### config.mk
export PLATFORM = sky130hd
export DESIGN_NAME = substring_or_charset_remover
export DESIGN_NICKNAME = d
export VERILOG_FILES = /design/src/sv/socr_pkg.sv /design/src/sv/substring_or_charset_remover.sv /design/src/sv/socr_ctrl.sv /design/src/sv/socr_dp.sv
export SDC_FILE = /design/constraint.sdc
export NUM_CORES = 1
export LEC_CHECK = 0
export ABC_AREA = 1
export BUFFER_PORTS_ARGS = -buffer_cell sky130_fd_sc_hd__buf_4
export CORE_MARGIN = 1
export CORE_UTILIZATION = 35
export DETAILED_ROUTE_END_ITERATION = 12
export GPL_TIMING_DRIVEN = 0
export PLACE_DENSITY = 0.62
export REMOVE_ABC_BUFFERS = 1
export SETUP_SLACK_MARGIN = 0.3
export SYNTH_ARGS = -nofsm -noshare
export SYNTH_HDL_FRONTEND = slang
export SYNTH_HIERARCHICAL = 1
export SYNTH_SLANG_ARGS = --single-unit
### constraint.sdc
create_clock -name clk -period 4 [get_ports clk]
set_clock_uncertainty 0.05 [all_clocks]
set_input_delay 0.4 -clock clk [delete_from_list [all_inputs] [get_ports clk]]
set_output_delay 0.4 -clock clk [all_outputs]
set_load 0.01 [all_outputs]
### src/sv/socr_pkg.sv
// Package of the substring or character-set remover: beat types, register
// indexes, controller states and the command and status structs. No dependencies.
`default_nettype none

package socr_pkg;

  // Largest pattern the block holds, and the derived widths.
  localparam int unsigned MAX_PATTERN = 8;
  localparam int unsigned PTR_W       = $clog2(MAX_PATTERN);
  localparam int unsigned CNT_W       = $clog2(MAX_PATTERN + 1);

  // Item kinds.
  localparam logic KIND_CHAR = 1'b0;
  localparam logic KIND_END  = 1'b1;

  // Configuration register indexes.
  typedef enum logic [1:0] {
    REG_SET_MODE       = 2'd0,
    REG_PATTERN_LENGTH = 2'd1,
    REG_PATTERN_BYTES  = 2'd2
  } reg_index_t;

  // One input beat.
  typedef struct packed {
    logic       kind;
    logic [7:0] char_in;
  } in_item_t;

  // One result beat.
  typedef struct packed {
    logic [7:0] char_out;
    logic       has_char;
    logic       end_of_string;
    logic       last_in_run;
  } out_item_t;

  // Controller states.
  typedef enum logic [1:0] {
    ST_IDLE,
    ST_SCAN,
    ST_DRAIN,
    ST_END
  } state_t;

  // Commands from the controller to the datapath.
  typedef struct packed {
    logic load;
    logic emit_head;
    logic emit_bare;
    logic eos;
    logic last;
    logic clear;
  } ctrl_cmd_t;

  // Status from the datapath to the controller.
  typedef struct packed {
    logic in_is_end;
    logic pass_mode;
    logic out_free;
    logic count_zero;
    logic count_one;
    logic match_cur;
    logic match_full;
    logic last_after_shift;
  } ctrl_sts_t;

endpackage

`default_nettype wire

### src/sv/substring_or_charset_remover.sv
// Substring or character-set remover: a controller and a datapath that filter a
// character stream, removing pattern occurrences or set members. Depends on socr_pkg.
//
// Character items arrive on the in_ channel and the surviving characters leave on
// the out_ channel through a one-beat result register. The controller steps the
// eight-entry hold buffer one character a cycle while no waiting result beat is
// held off by out_ready. A character item is accepted, then releases its results
// one by one, and closes in a step in which the held characters are found to match
// the pattern prefix or the buffer is empty. An end item is accepted and then sends
// its beats, and the last of those beats closes it. A result beat held off by
// out_ready stalls these steps. A new item is accepted only after the last has closed.
// End items flush the held characters, the last carrying end_of_string, or give one
// bare end beat. Configuration is to be written through cfg_ only while the block is
// idle, which the block itself does not enforce; cfg_ready is always high.
`default_nettype none

module substring_or_charset_remover (
  input  wire                   clk,
  input  wire                   rst_n,
  input  wire                   in_valid,
  output logic                  in_ready,
  input  socr_pkg::in_item_t    in_data,
  output logic                  out_valid,
  input  wire                   out_ready,
  output socr_pkg::out_item_t   out_data,
  input  wire                   cfg_valid,
  output logic                  cfg_ready,
  input  wire [1:0]             cfg_index,
  input  wire [63:0]            cfg_data
);

  socr_pkg::ctrl_cmd_t cmd;
  socr_pkg::ctrl_sts_t sts;

  assign cfg_ready = 1'b1;

  // Sequencer.
  socr_ctrl u_ctrl (
    .clk      (clk),
    .rst_n    (rst_n),
    .in_valid (in_valid),
    .in_ready (in_ready),
    .sts      (sts),
    .cmd      (cmd)
  );

  // Buffer, comparators and result register.
  socr_dp u_dp (
    .clk       (clk),
    .rst_n     (rst_n),
    .in_data   (in_data),
    .cfg_valid (cfg_valid),
    .cfg_index (cfg_index),
    .cfg_data  (cfg_data),
    .out_valid (out_valid),
    .out_ready (out_ready),
    .out_data  (out_data),
    .cmd       (cmd),
    .sts       (sts)
  );

endmodule

`default_nettype wire

### src/sv/socr_ctrl.sv
// Controller of the substring or character-set remover: sequences accept, scan,
// drain and end-of-string flush. Depends on socr_pkg.
`default_nettype none

module socr_ctrl (
  input  wire                   clk,
  input  wire                   rst_n,
  input  wire                   in_valid,
  output logic                  in_ready,
  input  socr_pkg::ctrl_sts_t   sts,
  output socr_pkg::ctrl_cmd_t   cmd
);

  socr_pkg::state_t state_r;
  socr_pkg::state_t state_nxt;

  // State register.
  always_ff @(posedge clk) begin
    if (!rst_n) begin
      state_r <= socr_pkg::ST_IDLE;
    end else begin
      state_r <= state_nxt;
    end
  end

  // Next state.
  always_comb begin
    state_nxt = state_r;
    case (state_r)
      socr_pkg::ST_IDLE: begin
        if (in_valid) begin
          if (sts.in_is_end) begin
            state_nxt = socr_pkg::ST_END;
          end else if (sts.pass_mode) begin
            state_nxt = socr_pkg::ST_DRAIN;
          end else begin
            state_nxt = socr_pkg::ST_SCAN;
          end
        end
      end
      socr_pkg::ST_SCAN: begin
        // A held prefix that still matches, or nothing held, ends the scan.
        if (sts.count_zero || sts.match_cur) begin
          state_nxt = socr_pkg::ST_IDLE;
        end
      end
      socr_pkg::ST_DRAIN: begin
        if (sts.count_zero) begin
          state_nxt = socr_pkg::ST_IDLE;
        end
      end
      socr_pkg::ST_END: begin
        // The bare marker or the last held character closes the string.
        if (sts.out_free && (sts.count_zero || sts.count_one)) begin
          state_nxt = socr_pkg::ST_IDLE;
        end
      end
      default: begin
        state_nxt = socr_pkg::ST_IDLE;
      end
    endcase
  end

  // Outputs and datapath commands.
  always_comb begin
    cmd      = '0;
    in_ready = 1'b0;
    case (state_r)
      socr_pkg::ST_IDLE: begin
        in_ready = 1'b1;
        cmd.load = in_valid;
      end
      socr_pkg::ST_SCAN: begin
        if (!sts.count_zero) begin
          if (sts.match_cur) begin
            cmd.clear = sts.match_full;
          end else if (sts.out_free) begin
            cmd.emit_head = 1'b1;
            cmd.last      = sts.last_after_shift;
          end
        end
      end
      socr_pkg::ST_DRAIN: begin
        if (!sts.count_zero && sts.out_free) begin
          cmd.emit_head = 1'b1;
          cmd.last      = sts.count_one;
        end
      end
      socr_pkg::ST_END: begin
        if (sts.out_free) begin
          cmd.emit_head = !sts.count_zero;
          cmd.emit_bare = sts.count_zero;
          cmd.eos       = sts.count_zero || sts.count_one;
          cmd.last      = sts.count_zero || sts.count_one;
        end
      end
      default: begin
        cmd = '0;
      end
    endcase
  end

endmodule

`default_nettype wire

### src/sv/socr_dp.sv
// Datapath of the substring or character-set remover: configuration registers,
// held-character buffer, pattern comparators and the result register. Depends on socr_pkg.
`default_nettype none

module socr_dp (
  input  wire                   clk,
  input  wire                   rst_n,
  input  socr_pkg::in_item_t    in_data,
  input  wire                   cfg_valid,
  input  wire [1:0]             cfg_index,
  input  wire [63:0]            cfg_data,
  output logic                  out_valid,
  input  wire                   out_ready,
  output socr_pkg::out_item_t   out_data,
  input  socr_pkg::ctrl_cmd_t   cmd,
  output socr_pkg::ctrl_sts_t   sts
);

  localparam int unsigned MP    = socr_pkg::MAX_PATTERN;
  localparam int unsigned CNT_W = socr_pkg::CNT_W;
  localparam int unsigned PTR_W = socr_pkg::PTR_W;

  logic                 set_mode_r;
  logic [3:0]           pattern_length_r;
  logic [63:0]          pattern_bytes_r;
  logic [7:0]           buf_r [MP];
  logic [CNT_W-1:0]     count_r;
  logic                 out_valid_r;
  socr_pkg::out_item_t  out_data_r;

  logic [CNT_W-1:0]     len_eff;
  logic [7:0]           pat [MP];
  logic                 in_set;
  logic                 keep;
  logic                 append;
  logic [MP-1:0]        ok_cur;
  logic [MP-2:0]        ok_sh;

  // Configuration writes; the user must write only while the block is idle, which the block does not enforce.
  always_ff @(posedge clk) begin
    if (!rst_n) begin
      set_mode_r       <= 1'b0;
      pattern_length_r <= '0;
      pattern_bytes_r  <= '0;
    end else if (cfg_valid) begin
      case (socr_pkg::reg_index_t'(cfg_index))
        socr_pkg::REG_SET_MODE:       set_mode_r       <= cfg_data[0];
        socr_pkg::REG_PATTERN_LENGTH: pattern_length_r <= cfg_data[3:0];
        socr_pkg::REG_PATTERN_BYTES:  pattern_bytes_r  <= cfg_data;
        default: begin
        end
      endcase
    end
  end

  // Effective pattern length, clipped to the buffer depth, and the pattern bytes.
  always_comb begin
    if (pattern_length_r > 4'(MP)) begin
      len_eff = CNT_W'(MP);
    end else begin
      len_eff = CNT_W'(pattern_length_r);
    end
    for (int i = 0; i < MP; i++) begin
      pat[i] = pattern_bytes_r[8*i +: 8];
    end
  end

  // Set membership of the incoming character.
  always_comb begin
    in_set = 1'b0;
    for (int i = 0; i < MP; i++) begin
      if (CNT_W'(i) < len_eff && pat[i] == in_data.char_in) begin
        in_set = 1'b1;
      end
    end
  end

  assign keep   = (len_eff == '0) || !in_set;
  assign append = (in_data.kind == socr_pkg::KIND_CHAR) &&
                  (!(set_mode_r || len_eff == '0) || keep);

  // Prefix compare of the held characters, as they stand and shifted by one.
  always_comb begin
    for (int i = 0; i < MP; i++) begin
      ok_cur[i] = (buf_r[i] == pat[i]) || (CNT_W'(i) >= count_r);
    end
    for (int i = 0; i < MP - 1; i++) begin
      ok_sh[i] = (buf_r[i+1] == pat[i]) || (CNT_W'(i + 1) >= count_r);
    end
  end

  // Status towards the controller.
  always_comb begin
    sts.in_is_end        = (in_data.kind == socr_pkg::KIND_END);
    sts.pass_mode        = set_mode_r || (len_eff == '0);
    sts.out_free         = !out_valid_r || out_ready;
    sts.count_zero       = (count_r == '0);
    sts.count_one        = (count_r == CNT_W'(1));
    sts.match_cur        = (&ok_cur) && (count_r <= len_eff);
    sts.match_full       = (count_r == len_eff);
    sts.last_after_shift = (count_r == CNT_W'(1)) ||
                           ((&ok_sh) && (count_r <= len_eff + CNT_W'(1)));
  end

  // Held-character buffer: append at the tail, release from the head.
  always_ff @(posedge clk) begin
    if (cmd.load && append) begin
      buf_r[count_r[PTR_W-1:0]] <= in_data.char_in;
    end else if (cmd.emit_head) begin
      for (int i = 0; i < MP - 1; i++) begin
        buf_r[i] <= buf_r[i+1];
      end
    end
  end

  // Held-character count.
  always_ff @(posedge clk) begin
    if (!rst_n) begin
      count_r <= '0;
    end else if (cmd.load && append) begin
      count_r <= count_r + CNT_W'(1);
    end else if (cmd.emit_head) begin
      count_r <= count_r - CNT_W'(1);
    end else if (cmd.clear) begin
      count_r <= '0;
    end
  end

  // Result register; a new beat is loaded only when the old one has gone.
  always_ff @(posedge clk) begin
    if (!rst_n) begin
      out_valid_r <= 1'b0;
    end else if (cmd.emit_head || cmd.emit_bare) begin
      out_valid_r <= 1'b1;
    end else if (out_ready) begin
      out_valid_r <= 1'b0;
    end
  end

  always_ff @(posedge clk) begin
    if (cmd.emit_head || cmd.emit_bare) begin
      out_data_r.char_out      <= cmd.emit_head ? buf_r[0] : 8'd0;
      out_data_r.has_char      <= cmd.emit_head;
      out_data_r.end_of_string <= cmd.eos;
      out_data_r.last_in_run   <= cmd.last;
    end
  end

  assign out_valid = out_valid_r;
  assign out_data  = out_data_r;

endmodule

`default_nettype wire

After elaboration in Yosys (flattened, before gate mapping)
Memory sizes are Yosys's and may differ from the RTL's. Index checks and enable logic that the tools add are counted.

Output and inout port bits: 14. Bits in writable memories: 64. Memories: 1. Logic and storage cells: 168. Register bits after elaboration: 87. Bits of input ports: 80.

Add/subtract/negate cells: 3. Mux-type cells: 45. Bitwise gates (word level): 1. Reductions and logical operators: 55. Equal/unequal tests: 34. Magnitude comparators: 19.

Memories: u_dp.buf_r (words 8, width 8, read ports 8, clocked after memory_dff 0, wr ports 7, RTL line socr_dp.sv:26) `logic [7:0] buf_r [MP];`.

Operators with widths (number): 8-bit == test (23); 1-bit two-way mux (27); 1-bit logical OR (23); 4-bit two-way mux (5); 3-bit by 4-bit >= comparator with 1-bit output, first input constant (4); 3-bit by 4-bit < comparator with 1-bit output, first input constant (4); 2-bit two-way mux (8); 1-bit logical AND (14); 4-bit by 1-bit adder with 4-bit output, second input constant (2); 1-bit by 4-bit >= comparator with 1-bit output, first input constant (2); 2-bit by 4-bit >= comparator with 1-bit output, first input constant (2); 4-bit less-or-equal comparator (2); 4-bit logical NOT (2); 1-bit by 4-bit < comparator with 1-bit output, first input constant (2); 2-bit by 4-bit < comparator with 1-bit output, first input constant (2); 8-bit two-way mux (1); 2-bit one-hot mux with 4 select lines (1); 2-bit AND reduction (4); 8-bit AND reduction (1); 8-bit OR reduction (1); 7-bit AND reduction (1); 2-bit == test, second input constant (3); 2-bit by 1-bit inequality test with 1-bit output, second input constant (3); 1-bit one-hot mux with 3 select lines (2); 13 further kinds (18).

Longest topological paths before layout
Gate-level depths: netlist of run 1.

Word-level depth: 21. Mapped depth: 22. Gate-level depth less buffers: 21.

By module
The synthesis of run 1 kept the hierarchy.

Modules (own cells, without submodules): socr_dp (cells an instance 1088, area an instance 8521.9 sq um, instances 1); socr_ctrl (cells an instance 45, area an instance 236.5 sq um, instances 1); substring_or_charset_remover (cells an instance 2, area an instance 11.3 sq um, instances 1).

Worst setup path before layout of run 1
OpenSTA, ideal clock, no wires.

Path kind: register -> register. Start point: register u_dp.pattern_length_r[2]. End point: memory u_dp.buf_r[3][0], enable pin. Path buffers: 3. Setup time: 0.375 ns. Stages on the path, launching flop included: 21. Path slack: 0.859 ns. Data arrival time: 2.716 ns. Path through: dfxtp_1 inv_1 nor2_2 inv_1 ha_1 nand2_1 inv_1 nand2_1 o211ai_1 o21ai_0 nand4_1 nor2_1 inv_1 nand2_1 nor2_2 o21a_1 buf_2 nand2_1 buf_6 buf_6 a21oi_1.

RTL lines: from (decl) (RTL line socr_dp.sv:24) `logic [3:0] pattern_length_r;`; from (signal assigned) (RTL line socr_dp.sv:48) `socr_pkg::REG_PATTERN_LENGTH: pattern_length_r <= cfg_data[3:0];`; to (decl) (RTL line socr_dp.sv:26).

==> results.cfg, run 1 <==
[yosys]
synthesis.instances = 1135
synth-adder-area-share_pct = 2.14
synthesis.yosys.warnings = 6
async_reset_ff_share_pct = 0
synth.top_cell.area_share_pct = 25.7
synth_xor_xnor_area_share_pct = 10.5
complex_gate_fraction_of_the_synthesized_area_pct = 12.5
synth_edf_count = 75
post_synth.cell_area_avg_um2 = 7.73
synthDominantAreaCellType = sky130_fd_sc_hd__edfxtp_1
synth_area_leaders = sky130_fd_sc_hd__edfxtp_1 26%, sky130_fd_sc_hd__dfxtp_1 17%, sky130_fd_sc_hd__nand2_1 10%
synth_seq_area_share_pct = 43.0
synth_top_family_by_area = simple AND/OR/NAND/NOR gates
post_synth_mux_area_share_pct = 0
postSynth.topFlopCell = sky130_fd_sc_hd__dfxtp_1
synth.ff_latch_count = 151
netlist-cell-type-count = 40
synthSimpleGateAreaFrac_pct = 23.1
mappedNetlistArea_mm2 = 0.00877

[global_routing]
grt_remaining_overflow = 0
grt_start_max_net_pins = 74
first_global_vias = 7386
grt_pass1_wl_um = 41600
grt_util_all_layers_pct = 21.3
antenna_found_initial = 0

[critical_path]
cp_data_arrival_time_ns = 3.68
critical_path.top_delay_family = simple AND/OR/NAND/NOR gates
worstPathCellList = inv_1 -> ha_1 -> inv_1 -> nor2_1 -> nor2_1 -> o41ai_1 -> nand3_1 -> nor2_1 -> inv_1 -> nand2_1 -> nor2_4 -> o21a_4 -> nand2_4 -> buf_12 -> nand2_2 -> o21ai_1
cpMaxStageDelayCell = sky130_fd_sc_hd__dfxtp_1
worstSetupEndpointType = flip-flop
cp_num_buf_inv = 4
slowest_delay_ns = 0.36
crit_fanout = 44
worstSetupPathType = flip-flop to flip-flop
cp_data_required_time_ns = 4.21
start_kind = flip-flop

[clock_network]
cts-buffers-inserted = 17
cts.clk_slew.worst_paths_ns = 0.06
h-tree-depth = 4
cts_max_path_buffers = 2
cts_tree = done
post_cts_hold_buffer_count = 0
worst_skew_pair.late_latency_ns = 0.43
cts_root_buf = sky130_fd_sc_hd__clkbuf_16
sinks_on_the_clock_net = 151

[detailed_routing]
drt_first_pass_iters = 5
route.final.wire_length_um = 27200
post-route-drc-count = 0
initialDrtViolationCount = 780
wl_per_cell_um = 17.5
num_vias = 7943
ant_nets = 0
route.detailed.vias_per_inst = 5.13

[place]
portBuffers = 92
finalWeightedCongestion = 0.917
dpl.cell_count = 1512
place_area_mm2 = 0.00970
detailed_place_hpwl_um = 19800

[floorplan]
design.portCount = 94
die_height_um = 160
die-area_mm2 = 0.0257
floorplan.initialDensity_pct = 35.8
row_count = 57
die_width_um = 160
design.core.area_mm2 = 0.0245

[sta]
slew_violations = 0
final-setup-viol-count = 0
finalCritPeriodShare_pct = 86.8
maxSlewHeadroom_pct = 46.1
whs_ns = 0.140
hold_viol_final = 0
maxClockFrequency_mhz = 288
rsz_0062_raised_after_global_routing = no
worstMarginPinSlew_ns = 0.804
period_minus_slack_ns = 3.47

[final_layout]
stdcell_count = 1548
layout.cells.most_common_list = 228 x sky130_fd_sc_hd__nand2_1, 132 x sky130_fd_sc_hd__nor2_1, 131 x sky130_fd_sc_hd__inv_1
layout.filler_cells = 2508
mostFrequentLayoutCell = sky130_fd_sc_hd__nand2_1
final_core_util_pct = 42.5
post-route-cell-area_mm2 = 0.0104
area_delta_synth_final_pct = 18.7
antenna-diode-count = 0
drive_above_1_share_pct = 14.2
multiInputGateArea_mm2 = 0.00434
nNetsFinal = 1306
ff_latch_area_mm2 = 0.00378

[outcome]
status = complete, no violations

[power]
power.total_mw = 6.48
peakVddDrop_v = 0.000272
power-per-cell-area_mw_per_mm2 = 623
p_leak_nw = 4.37

[job]
maxCapViolCount = 0

[min_path]
worst_hold_path_type = primary input to flip-flop
## cell usage after synthesis (all sizes together) (2+ instances only)
cell and number:
a21oi 52, o22ai 2, nor4 8, inv 136, o31ai 3, or2 13
xnor2 82, nor3 7, buf 19, o41ai 4, nand4 25, o2111ai 4
edfxtp 75, o21ai 120, o221ai 3, a221oi 2, dfxtp 76, o211ai 4
clkbuf 24, xor2 23, nand3 52, nor2 137, a31oi 2, ha 15
nand2 240
## per-stage QoR
step                      setup slack, ns  TNS, ns
final                               0.527        0
after global routing                0.316        0
after floorplan                    -0.293   -20.45
after CTS                           0.221        0
after detailed placement           -0.830   -66.20
after global placement              -4.37  -453.39
## final timing paths
check	start	to	slack, ns	cells past startpoint
max	u_dp/count_r[0]$_SDFFE_PN0P_	u_dp/buf_r[3][1]$_DFFE_PP_	0.53	16
min	cfg_data[61]	u_dp/pattern_bytes_r[61]$_SDFFE_PN0P_	0.14	3
max reg2reg	u_dp/count_r[0]$_SDFFE_PN0P_	u_dp/buf_r[3][1]$_DFFE_PP_	0.53	16
min reg2reg	u_dp/pattern_length_r[0]$_SDFFE_PN0P_	u_dp/pattern_length_r[0]$_SDFFE_PN0P_	0.46	2
## what timing repair did
item / CTS / global route
setup endpoints to repair: 135 / 120
resized for setup: 15 / 12
cloned: 1 / 0
pin swaps: 1 / 2
setup buffers: 0 / 3
## registers in the layout (all words and copies together), names as in the netlist
signal / flops
u_ctrl/state_r: 2
u_dp/buf_r: 64
u_dp/count_r: 4
u_dp/out_data: 11
u_dp/out_valid: 1
u_dp/pattern_bytes_r: 64
u_dp/pattern_length_r: 4
u_dp/set_mode_r: 1
## layer usage
metal	up-vias	part of all wire, %	track usage [%]
li1	3873	-	-
met1	3729	44	27.9
met2	300	48	35.3
met3	41	6.5	3.95
met4	0	2.1	6.84
met5	-	0	0
## worst min-delay path: stages
cell	delay (ns)
sky130_fd_sc_hd__buf_4	0.08
sky130_fd_sc_hd__nor2_1	0.03
sky130_fd_sc_hd__nor2_1	0.08
## logic make-up (layout without fill, tap and decap cells)
logic type,Yosys count,after routing
compound gates,201,202
xor+xnor,105,105
fa+ha+maj,15,15
buf+inv,180,268
flops,151,151
other cells,1,1
simple gates,482,482
## final cells by class
cell class              count  share of cell area [%]
inverters                 137                    4.95
well taps                 324                    3.90
multi-input cells         805                    41.7
repair buffers             99                    7.65
clock buffers              20                    4.29
flip-flops and latches    151                    36.3
clock inverters            12                    1.24
## power breakdown
group,switching (mW),leakage (nW),internal [mW]
logic,1.55,2.78,0.854
clock network,0.643,0.274,0.932
registers,0.328,1.31,2.17
total,2.52,4.37,3.96
(Power assumes the default switching activity.)
==> run 2: changes to the inputs <==
Settings changed: ABC_AREA 1 to default.
==> run 2 against run 1 <==
Compared with the run above: design area increased by 0.84%; highest routed layer unchanged; area after synthesis increased by 2.2%; first-iteration DRC count decreased by 24%; critical path depth decreased by 3; cell count decreased by 17%; largest cell class unchanged; via count decreased by 17%; combinational power decreased by 7%.
==> results.cfg, run 2 <==
[detailed_routing]
wl_per_cell_um = 18.6
route.final.wire_length_um = 23900
ant_nets = 0
route.detailed.vias_per_inst = 5.11
num_vias = 6577
drt_first_pass_iters = 6
post-route-drc-count = 0
initialDrtViolationCount = 596

[power]
power-per-cell-area_mw_per_mm2 = 587
peakVddDrop_v = 0.000290
p_leak_nw = 3.69

[sta]
worstMarginPinSlew_ns = 1.28
final-setup-viol-count = 0
slew_violations = 0
period_minus_slack_ns = 3.52
whs_ns = 0.160
rsz_0062_raised_after_global_routing = no
hold_viol_final = 0
maxSlewHeadroom_pct = 14.9
finalCritPeriodShare_pct = 88.0
maxClockFrequency_mhz = 284

[floorplan]
design.core.area_mm2 = 0.0251
die_width_um = 162
die-area_mm2 = 0.0262
die_height_um = 162
floorplan.initialDensity_pct = 35.7
design.portCount = 94
row_count = 58

[critical_path]
start_kind = flip-flop
worstSetupEndpointType = flip-flop
cp_num_buf_inv = 3
cp_data_arrival_time_ns = 3.65
worstSetupPathType = flip-flop to flip-flop
slowest_delay_ns = 0.49
critical_path.top_delay_family = simple AND/OR/NAND/NOR gates
crit_fanout = 14
worstPathCellList = nor2_1 -> and2_1 -> a21oi_1 -> nor3_1 -> o22ai_1 -> nor3_1 -> inv_1 -> a21oi_2 -> nor3b_4 -> buf_4 -> and2_4 -> buf_12 -> mux2_4
cp_data_required_time_ns = 4.13
cpMaxStageDelayCell = sky130_fd_sc_hd__dfxtp_1
critPathMostFrequentCell = sky130_fd_sc_hd__nor3_1

[final_layout]
layout.cells.most_common_list = 147 x sky130_fd_sc_hd__xnor2_1, 134 x sky130_fd_sc_hd__nand2_1, 96 x sky130_fd_sc_hd__buf_4
mostFrequentLayoutCell = sky130_fd_sc_hd__xnor2_1
antenna-diode-count = 0
final_core_util_pct = 41.8
nNetsFinal = 1038
area_delta_synth_final_pct = 17.1
multiInputGateArea_mm2 = 0.00480
drive_above_1_share_pct = 23.2
layout.filler_cells = 2459
ff_latch_area_mm2 = 0.00378

[global_routing]
grt_pass1_wl_um = 37300
antenna_found_initial = 0
grt_remaining_overflow = 0
grt_util_all_layers_pct = 18.8
grt_start_max_net_pins = 65
first_global_vias = 6640

[clock_network]
post_cts_hold_buffer_count = 0
cts-buffers-inserted = 17
cts.clk_slew.worst_paths_ns = 0.06
h-tree-depth = 4
cts_tree = done
cts_root_buf = sky130_fd_sc_hd__clkbuf_16
sinks_on_the_clock_net = 151
worst_skew_pair.late_latency_ns = 0.43
cts_max_path_buffers = 2

[yosys]
synthesis.instances = 868
postSynth.topFlopCell = sky130_fd_sc_hd__dfxtp_1
commonest_cells_post_synth = 147 x sky130_fd_sc_hd__xnor2_1, 134 x sky130_fd_sc_hd__nand2_1, 76 x sky130_fd_sc_hd__dfxtp_1
synthDominantAreaCellType = sky130_fd_sc_hd__edfxtp_1
synth_area_leaders = sky130_fd_sc_hd__edfxtp_1 25%, sky130_fd_sc_hd__dfxtp_1 17%, sky130_fd_sc_hd__xnor2_1 14%
synthesis.yosys.warnings = 6
synth_edf_count = 75
mappedNetlistArea_mm2 = 0.00896
netlist-cell-type-count = 61
yosysMostFrequentCell = sky130_fd_sc_hd__xnor2_1
post_synth.cell_area_avg_um2 = 10.3
async_reset_ff_share_pct = 0
synth.ff_latch_count = 151
synth.top_cell.area_share_pct = 25.1
synth_seq_area_share_pct = 42.1

[job]
maxCapViolCount = 0

[place]
finalWeightedCongestion = 0.852
portBuffers = 92
detailed_place_hpwl_um = 16500

[outcome]
status = complete, no violations

[min_path]
worst_hold_path_type = primary input to flip-flop
[run 2: cell types whose count changed after synthesis, moves of 8 or more]
cell,before,now
sky130_fd_sc_hd__mux2_4,0,54
sky130_fd_sc_hd__o21ai_0,86,9
sky130_fd_sc_hd__inv_1,131,12
sky130_fd_sc_hd__or2_2,13,2
sky130_fd_sc_hd__nor2_1,133,28
sky130_fd_sc_hd__and2_1,0,11
sky130_fd_sc_hd__xnor2_1,82,147
sky130_fd_sc_hd__buf_4,8,16
sky130_fd_sc_hd__nand4_1,25,37
sky130_fd_sc_hd__a21oi_1,52,72
sky130_fd_sc_hd__xor2_1,23,38
sky130_fd_sc_hd__o21ai_1,34,1
sky130_fd_sc_hd__nand2_1,236,134
sky130_fd_sc_hd__nand3_1,52,7
[run 2: where the power goes]
part,switching [mW],internal (mW)
Clock,0.651,0.840
Sequential,0.353,2.08
Combinational,1.10,1.14
[run 2: repair_timing]
action | CTS | global route
pin swaps | 3 | 1
buffers inserted | 9 | 3
resized for setup | 9 | 3
endpoints found under the setup margin | 133 | 132
cloned | 4 | 0
[run 2: per-layer routing]
metal	track usage, %	part of all wire, %	up-vias
met3	3.29	4.1	33
met1	24.1	46	3209
met2	31.6	48	162
met5	0	0	-
met4	6.52	1.9	0
li1	-	-	3173
[run 2: final cells by class]
class	count	share of cell area, %
Clock buffer	21	4.48
Inverter	12	0.429
Timing Repair Buffer	106	8.78
Clock inverter	11	0.692
Tap cell	330	3.93
Multi-Input combinational cell	655	45.7
Sequential cell	151	36.0
[run 2: through the flow]
stage | TNS [ns] | power [mW] | cells | setup WS [ns] | instance area (µm²)
6_report | 0 | 6.16 | 1286 | 0.479 | 10500
5_1_grt | 0 | 6.45 | 1286 | 0.325 | 10500
4_1_cts | 0 | 6.12 | 1283 | 0.339 | 10400
3_5_place_dp | -94.33 | 4.40 | 1238 | -0.947 | 9700
3_3_place_gp | -206.44 | 4.34 | 1236 | -1.54 | 9650
2_1_floorplan | -0.515 | 3.78 | 814 | -0.0277 | 8550
[run 2: cells by family after synthesis]
family                   Yosys count  share of synthesized area, %
flip-flops                       151                          42.1
buffers and inverters             66                          5.11
multiplexers                      63                          10.1
AO/OA/AOI/OAI                    120                          8.03
other                              1                        0.0419
XOR/XNOR                         185                          18.1
AND/OR/NAND/NOR                  267                          14.4
adder cells (fa/ha/maj)           15                          2.09
[run 2: final timing paths]
path | startpoint | to | slack, ns | cells past startpoint
worst max-delay path | u_dp/count_r[3]$_SDFFE_PN0P_ | u_dp/buf_r[7][6]$_DFFE_PP_ | 0.48 | 13
worst min-delay path | cfg_data[59] | u_dp/pattern_bytes_r[59]$_SDFFE_PN0P_ | 0.16 | 3
worst max register to register | u_dp/count_r[3]$_SDFFE_PN0P_ | u_dp/buf_r[7][6]$_DFFE_PP_ | 0.48 | 13
worst min register to register | u_dp/pattern_bytes_r[62]$_SDFFE_PN0P_ | u_dp/pattern_bytes_r[62]$_SDFFE_PN0P_ | 0.45 | 2
[run 2: worst reg2reg max path, delay by kind of cell (launching register included)]
kind / cells / cell delay (ns)
multiplexers: 1 / 0.30
flip-flops: 1 / 0.49
buffers and inverters: 3 / 0.43
AND/OR/NAND/NOR: 6 / 1.43
AO/OA/AOI/OAI: 3 / 0.55
